$ cat src/sv/lzwd_pkg.sv
// shared types and constants for the lzss window decompressor
// no dependencies; imported by every module of the block except lzwd_ram
package lzwd_pkg;

   // window geometry and stream start point
   localparam int WINDOW_SIZE_DEF = 4096;
   localparam int START_POS       = 4078;

   // token format: 12-bit window position, 4-bit length code plus 3
   localparam int POS_W      = 12;
   localparam int LEN_W      = 5;
   localparam int MIN_LEN    = 3;
   localparam int MAX_LEN    = 18;
   localparam int FLAG_CNT_W = 4;
   localparam logic [FLAG_CNT_W-1:0] FLAG_COUNT = 4'd8;

   // one compressed input byte
   typedef struct packed {
      logic [7:0] in_byte;
      logic       in_last;
   } req_type;

   // one decompressed result
   typedef struct packed {
      logic [7:0] out_byte;
      logic       byte_valid;
      logic       last_of_item;
      logic       end_of_stream;
      logic       truncated;
   } rsp_type;

   // controller to datapath commands
   typedef struct packed {
      logic             load;        // load output register (and window on data)
      logic             from_ram;    // output byte comes from the window read
      logic [7:0]       out_byte;    // literal byte when not from the window
      logic             byte_valid;
      logic             last_item;
      logic             eos;
      logic             trunc;
      logic             rd_load;     // load copy read pointer
      logic [POS_W-1:0] rd_pos;
      logic             rd_issue;    // issue one window read and advance pointer
   } cmd_type;

endpackage

$ cat src/sv/lzwd_ctrl.sv
// controller for the lzss window decompressor: flag/token parsing and copy sequencing
// depends on lzwd_pkg; drives lzwd_dp through cmd_type
module lzwd_ctrl (
   input  logic              clock,
   input  logic              reset,
   input  logic              req_valid,
   output logic              req_ready,
   input  lzwd_pkg::req_type req_data,
   input  logic              out_free,
   output lzwd_pkg::cmd_type cmd
);
   import lzwd_pkg::*;

   localparam logic ST_IDLE = 1'b0;
   localparam logic ST_COPY = 1'b1;

   logic                  state_ff, state_in;
   logic [7:0]            flag_bits_ff, flag_bits_in;
   logic [FLAG_CNT_W-1:0] flags_left_ff, flags_left_in;
   logic [7:0]            token_hi_ff, token_hi_in;
   logic                  token_pend_ff, token_pend_in;
   logic [LEN_W-1:0]      remain_ff, remain_in;
   logic                  pend_ff, pend_in;
   logic                  last_ff, last_in;

   logic accept;
   logic is_copy, is_flag, is_lit, is_high;
   logic load, issue, fin;

   assign req_ready = (state_ff == ST_IDLE) && out_free;
   assign accept    = req_valid && req_ready;

   // classify the incoming byte
   assign is_copy = token_pend_ff;
   assign is_flag = !token_pend_ff && (flags_left_ff == '0);
   assign is_lit  = !token_pend_ff && (flags_left_ff != '0) && flag_bits_ff[0];
   assign is_high = !token_pend_ff && (flags_left_ff != '0) && !flag_bits_ff[0];

   // copy sequencing: one read issued per cycle, one byte loaded per cycle, while the output register has room
   assign load  = pend_ff && out_free;
   assign issue = (remain_ff != '0) && (!pend_ff || out_free);
   assign fin   = load && (remain_ff == '0);

   // next state and commands
   always_comb begin
      state_in      = state_ff;
      flag_bits_in  = flag_bits_ff;
      flags_left_in = flags_left_ff;
      token_hi_in   = token_hi_ff;
      token_pend_in = token_pend_ff;
      remain_in     = remain_ff;
      pend_in       = pend_ff;
      last_in       = last_ff;
      cmd           = '0;

      unique case (state_ff)
         ST_IDLE: begin
            if (accept) begin
               // consume one flag on a literal or a finished token
               if (is_copy || is_lit) begin
                  flag_bits_in = {1'b0, flag_bits_ff[7:1]};
                  if (flags_left_ff != '0) begin
                     flags_left_in = flags_left_ff - 1'b1;
                  end
               end
               if (is_copy) begin
                  token_pend_in = 1'b0;
                  cmd.rd_load   = 1'b1;
                  cmd.rd_pos    = {token_hi_ff, req_data.in_byte[7:4]};
                  remain_in     = LEN_W'(req_data.in_byte[3:0]) + LEN_W'(MIN_LEN);
                  pend_in       = 1'b0;
                  last_in       = req_data.in_last;
                  state_in      = ST_COPY;
               end
               if (is_flag) begin
                  flag_bits_in  = req_data.in_byte;
                  flags_left_in = FLAG_COUNT;
               end
               if (is_high) begin
                  token_hi_in   = req_data.in_byte;
                  token_pend_in = 1'b1;
               end
               // literal goes straight to the output
               if (is_lit) begin
                  cmd.load       = 1'b1;
                  cmd.out_byte   = req_data.in_byte;
                  cmd.byte_valid = 1'b1;
                  cmd.last_item  = 1'b1;
                  cmd.eos        = req_data.in_last;
               end
               // end-only marker when the final byte gave no data
               if (req_data.in_last && (is_flag || is_high)) begin
                  cmd.load      = 1'b1;
                  cmd.last_item = 1'b1;
                  cmd.eos       = 1'b1;
                  cmd.trunc     = is_high;
               end
               // end of stream returns parse state to its start
               if (req_data.in_last) begin
                  flag_bits_in  = '0;
                  flags_left_in = '0;
                  token_hi_in   = '0;
                  token_pend_in = 1'b0;
               end
            end
         end
         ST_COPY: begin
            cmd.load       = load;
            cmd.from_ram   = 1'b1;
            cmd.byte_valid = 1'b1;
            cmd.last_item  = fin;
            cmd.eos        = fin && last_ff;
            cmd.rd_issue   = issue;
            pend_in        = issue || (pend_ff && !load);
            remain_in      = remain_ff - LEN_W'(issue);
            if (fin) begin
               state_in = ST_IDLE;
            end
         end
      endcase
   end

   // control registers
   always_ff @(posedge clock) begin
      if (reset) begin
         state_ff      <= ST_IDLE;
         flag_bits_ff  <= '0;
         flags_left_ff <= '0;
         token_hi_ff   <= '0;
         token_pend_ff <= 1'b0;
         remain_ff     <= '0;
         pend_ff       <= 1'b0;
         last_ff       <= 1'b0;
      end else begin
         state_ff      <= state_in;
         flag_bits_ff  <= flag_bits_in;
         flags_left_ff <= flags_left_in;
         token_hi_ff   <= token_hi_in;
         token_pend_ff <= token_pend_in;
         remain_ff     <= remain_in;
         pend_ff       <= pend_in;
         last_ff       <= last_in;
      end
   end

   // a token low byte starts a copy of at least the minimum length
   a_copy_start: assert property (@(posedge clock) disable iff (reset)
      (accept && is_copy) |=> (state_ff == ST_COPY && remain_ff >= LEN_W'(MIN_LEN)))
      else $error("copy did not start after token low byte");

   // the final copied byte returns the controller to idle
   a_copy_end: assert property (@(posedge clock) disable iff (reset)
      (state_ff == ST_COPY && fin) |=> (state_ff == ST_IDLE))
      else $error("copy did not end after final byte");

   // no read data left pending outside a copy
   a_no_pend_idle: assert property (@(posedge clock) disable iff (reset)
      (state_ff == ST_IDLE) |-> !pend_ff)
      else $error("read pending while idle");

   // copy length stays in range
   a_remain_range: assert property (@(posedge clock) disable iff (reset)
      remain_ff <= LEN_W'(MAX_LEN))
      else $error("copy count out of range");

endmodule

$ cat config.mk
export PLATFORM = sky130hd
export DESIGN_NAME = lzwd_ctrl
export DESIGN_NICKNAME = d
export VERILOG_FILES = /design/src/sv/lzwd_pkg.sv /design/src/sv/lzwd_ctrl.sv
export SDC_FILE = /design/constraint.sdc
export NUM_CORES = 1
export LEC_CHECK = 0
export ABC_AREA = 1
export BUFFER_PORTS_ARGS = -buffer_cell sky130_fd_sc_hd__buf_2
export CAP_MARGIN = 20
export CELL_PAD_IN_SITES_DETAIL_PLACEMENT = 0
export CELL_PAD_IN_SITES_GLOBAL_PLACEMENT = 2
export CORE_MARGIN = 2
export CORE_UTILIZATION = 26
export CTS_BUF_LIST = sky130_fd_sc_hd__clkbuf_2
export DETAILED_ROUTE_END_ITERATION = 16
export GPL_TIMING_DRIVEN = 0
export PLACE_DENSITY = 0.8
export SYNTH_ARGS = -nofsm -noshare
export SYNTH_HDL_FRONTEND = slang
export SYNTH_SLANG_ARGS = --single-unit
$ cat constraint.sdc
create_clock -name clock -period 1.7 [get_ports clock]
set_input_delay 0.51 -clock clock [delete_from_list [all_inputs] [get_ports clock]]
set_output_delay 0.51 -clock clock [all_outputs]
set_load 0.01 [all_outputs]
==> flow_metrics.env <==
export IMPL_end_kind="output port"
export IMPL_diodes=0
export IMPL_holdWs_ns=0.4350
export IMPL_cts_buffer_depth=2
export IMPL_fin_ws_ns=-0.4526
export IMPL_max_cap_viol_count=0
export IMPL_ys_seq_area_share_pct=32.45
export IMPL_fin_worst_skew_ns=0.01997
export IMPL_max_stage_delay_ns=0.36
export IMPL_finalNonFillerCells=437
export IMPL_drtIter0Drc=84
export IMPL_cp_max_fo=5
export IMPL_grt_usage_pct=16.56
export IMPL_synth_area_leaders="dfxtp_1 32%, nand2_1 15%, nor2_1 7.8%"
export IMPL_drc=0
export IMPL_root_buffer="clkbuf_2"
export IMPL_cp_endpoint="cmd[22]"
export IMPL_clkLatencyLatePin_ns=0.37
export IMPL_grt_overflow_total=0
export IMPL_die_y_um=86.96
export IMPL_wl_per_cell_um=13.87
export IMPL_dp_cells=398
export IMPL_yosys_area_top_type="dfxtp_1"
export IMPL_worst_path_buf_inv=3
export IMPL_crit_type="register to output port"
export IMPL_synth_seq_cells=29
export IMPL_power_density_nw_per_um2=594.0
export IMPL_ant_nets=0
export IMPL_async_flop_share_pct=0
export IMPL_holdCritPathClass="input pin to register"
export IMPL_ir_worst_vdd_mv=0.3565
export IMPL_synth_warnings=0
export IMPL_synth_most_common_cell="nand2_1"
export IMPL_clkSlewWorstSetupHoldPaths_ns=0.14
export IMPL_rows=30
export IMPL_rsz0062_at_grt="yes"
export IMPL_r2r_setup_slack_ns=-0.08
export IMPL_portBuffers=40
export IMPL_final_area_um2=2681
export IMPL_synthCells=278
export IMPL_violations="setup timing"
export IMPL_status="finished, violations left"
export IMPL_path_delay_family="buffers and inverters"
export IMPL_worstPathCellList="inv_4, ha_4, nand2_4, nand4_1, buf_4, nor3_2, buf_2"
export IMPL_dr_pass1_iters=4
export IMPL_cts_num_sinks=29
export IMPL_critPathLaunchType="register"
export IMPL_numCtsBuffers=5
export IMPL_fin_crit_sh_pct=126.6
export IMPL_setup_viol=32
export IMPL_cts_hold_buf=0
export IMPL_finalHoldViolCount=0
export IMPL_finalNetCount=375
export IMPL_die_area_um2=7561
export IMPL_rr_startpoint="remain_ff[3]"
export IMPL_pre_cts_slack_ns=-0.4150
export IMPL_grt_start_max_net_pins=11
export IMPL_drv_slew=0
export IMPL_synth_enable_flop_cells=0
export IMPL_routabilityCongestion=0.7502
export IMPL_syn2layout_area_growth_pct=49.86
export IMPL_drt_total_wl_mm=6.063
export IMPL_worst_pin_slew_ns=0.5422
export IMPL_viasPerCell=4.789
export IMPL_antenna_found_initial=0
export IMPL_place_hpwl_mm=4.177
export IMPL_yosys_cell_types_count=29
export IMPL_crit_path_start="flags_left_ff[0]"
export IMPL_start_util_pct=26.63
export IMPL_reg2regPathDepth=10
export IMPL_fmax_ghz=0.4646
export IMPL_rr_endpoint="remain_ff[1]"
export IMPL_synth_top_cell_area_share_pct=32.45
export IMPL_setup_tns_ns=-8.556
export IMPL_synth_common_cells="70 x nand2_1, 37 x nor2_1, 29 x dfxtp_1"
export IMPL_power_leakage_nw=1.216
export IMPL_worstSetupPathDepth=7
export IMPL_avgSynthCellArea_um2=6.436
export IMPL_ios=42
export IMPL_worstPathRequired_ns=1.19
export IMPL_synth_flop_cell="dfxtp_1"
export IMPL_slew_headroom_pct=63.85
export IMPL_drive_gt1_share_pct=42.58
export IMPL_netlist_area_um2=1789
export IMPL_crit_arrival_ns=1.64
export IMPL_vias=2093
export IMPL_cp_slowest_cell="dfxtp_2"
export IMPL_finalPower_mw=1.593
export IMPL_period_needed_ns=2.153
export IMPL_dpl_cell_area_um2=2090
export IMPL_cts_tree="done"
export IMPL_grt_pass1_wl_mm=9.715
export IMPL_syn_num_nets=296
export IMPL_core_um2=6719
export IMPL_finish_utilization_pct=39.91
export IMPL_die_w_um=86.96
export IMPL_h_tree_depth=2
export IMPL_grt_pass1_vias=1971
worst register-to-register path: stages, from the launching register on:
cell and delay, ns:
dfxtp_2 0.37, nor2_4 0.11, nand4_1 0.13, buf_4 0.18, nand2_4 0.07, buf_6 0.10
inv_4 0.03, ha_4 0.16, ha_4 0.20, or2_4 0.24, a31oi_1 0.11
how the worst min path moves through the flow:
stage,from,endpoint,slack (ns),cells past startpoint
after floorplan,last_ff,last_ff,0.42,2
after global routing,req_data[7],token_hi_ff[6],0.42,3
final,req_data[6],token_hi_ff[5],0.43,3
after detailed placement,last_ff,last_ff,0.45,2
after global placement,last_ff,last_ff,0.44,2
after CTS,req_data[7],token_hi_ff[6],0.41,3
flip-flops by register name, summed over array words and instances (netlist names):
| name | count |
|---|---|
| flag_bits_ff | 8 |
| token_hi_ff | 8 |
| remain_ff | 5 |
| flags_left_ff | 4 |
| is_copy | 1 |
| last_ff | 1 |
| pend_ff | 1 |
| state_ff | 1 |
layout by cell type (no fill, tap or decap), drive strengths merged:
cell	netlist	layout
a211oi	1	1
a21oi	21	21
a31oi	2	2
buf	8	80
clkbuf	3	9
clkinv	0	1
dfxtp	29	29
ha	5	5
inv	34	34
nand2	73	73
nand3	25	25
nand4	10	10
nor2	40	40
nor3	10	10
o211ai	2	2
o21a	1	1
o21ai	11	11
o21bai	1	1
or2	1	1
xor2	1	1
power by group:
group	internal, mW	total, mW	leakage (nW)	switching [mW]
Sequential	0.715	0.735	0.239	0.0205
Combinational	0.209	0.516	0.950	0.307
Clock	0.0960	0.342	0.0265	0.246
Total	1.02	1.59	1.22	0.573
final cells by class:
| cell class | instances | area, um^2 |
|---|---|---|
| Buffer | 11 | 93.84 |
| Clock buffer | 6 | 30.03 |
| Clock inverter | 1 | 3.754 |
| Fill cell | 731 | 4038 |
| Inverter | 34 | 137.6 |
| Multi-Input combinational cell | 204 | 1226 |
| Sequential cell | 29 | 591.8 |
| Tap cell | 80 | 100.1 |
| Timing Repair Buffer | 72 | 498.0 |
repair_timing:
action,CTS,global route
gates cloned,2,0
pin swaps,11,14
buffers inserted,22,12
endpoints found under the setup margin,30,34
resized for setup,66,33
endpoints found under the hold margin,0,0
per-layer routing:
layer	track usage (%)	share of wire, %	vias up
met3	2.844	3.0	8
met1	22.66	48	989
met5	0	0	-
met4	3.835	0.76	0
li1	-	-	1059
met2	27.13	48	37
logic make-up after synthesis:
group	count (synthesis)	share of synthesized area, %
simple gates	159	41.47
buf+inv	45	10.35
compound gates	39	11.75
flops	29	32.45
fa+ha+maj	5	3.497
xor+xnor	1	0.4896
(Power assumes the default switching activity.)
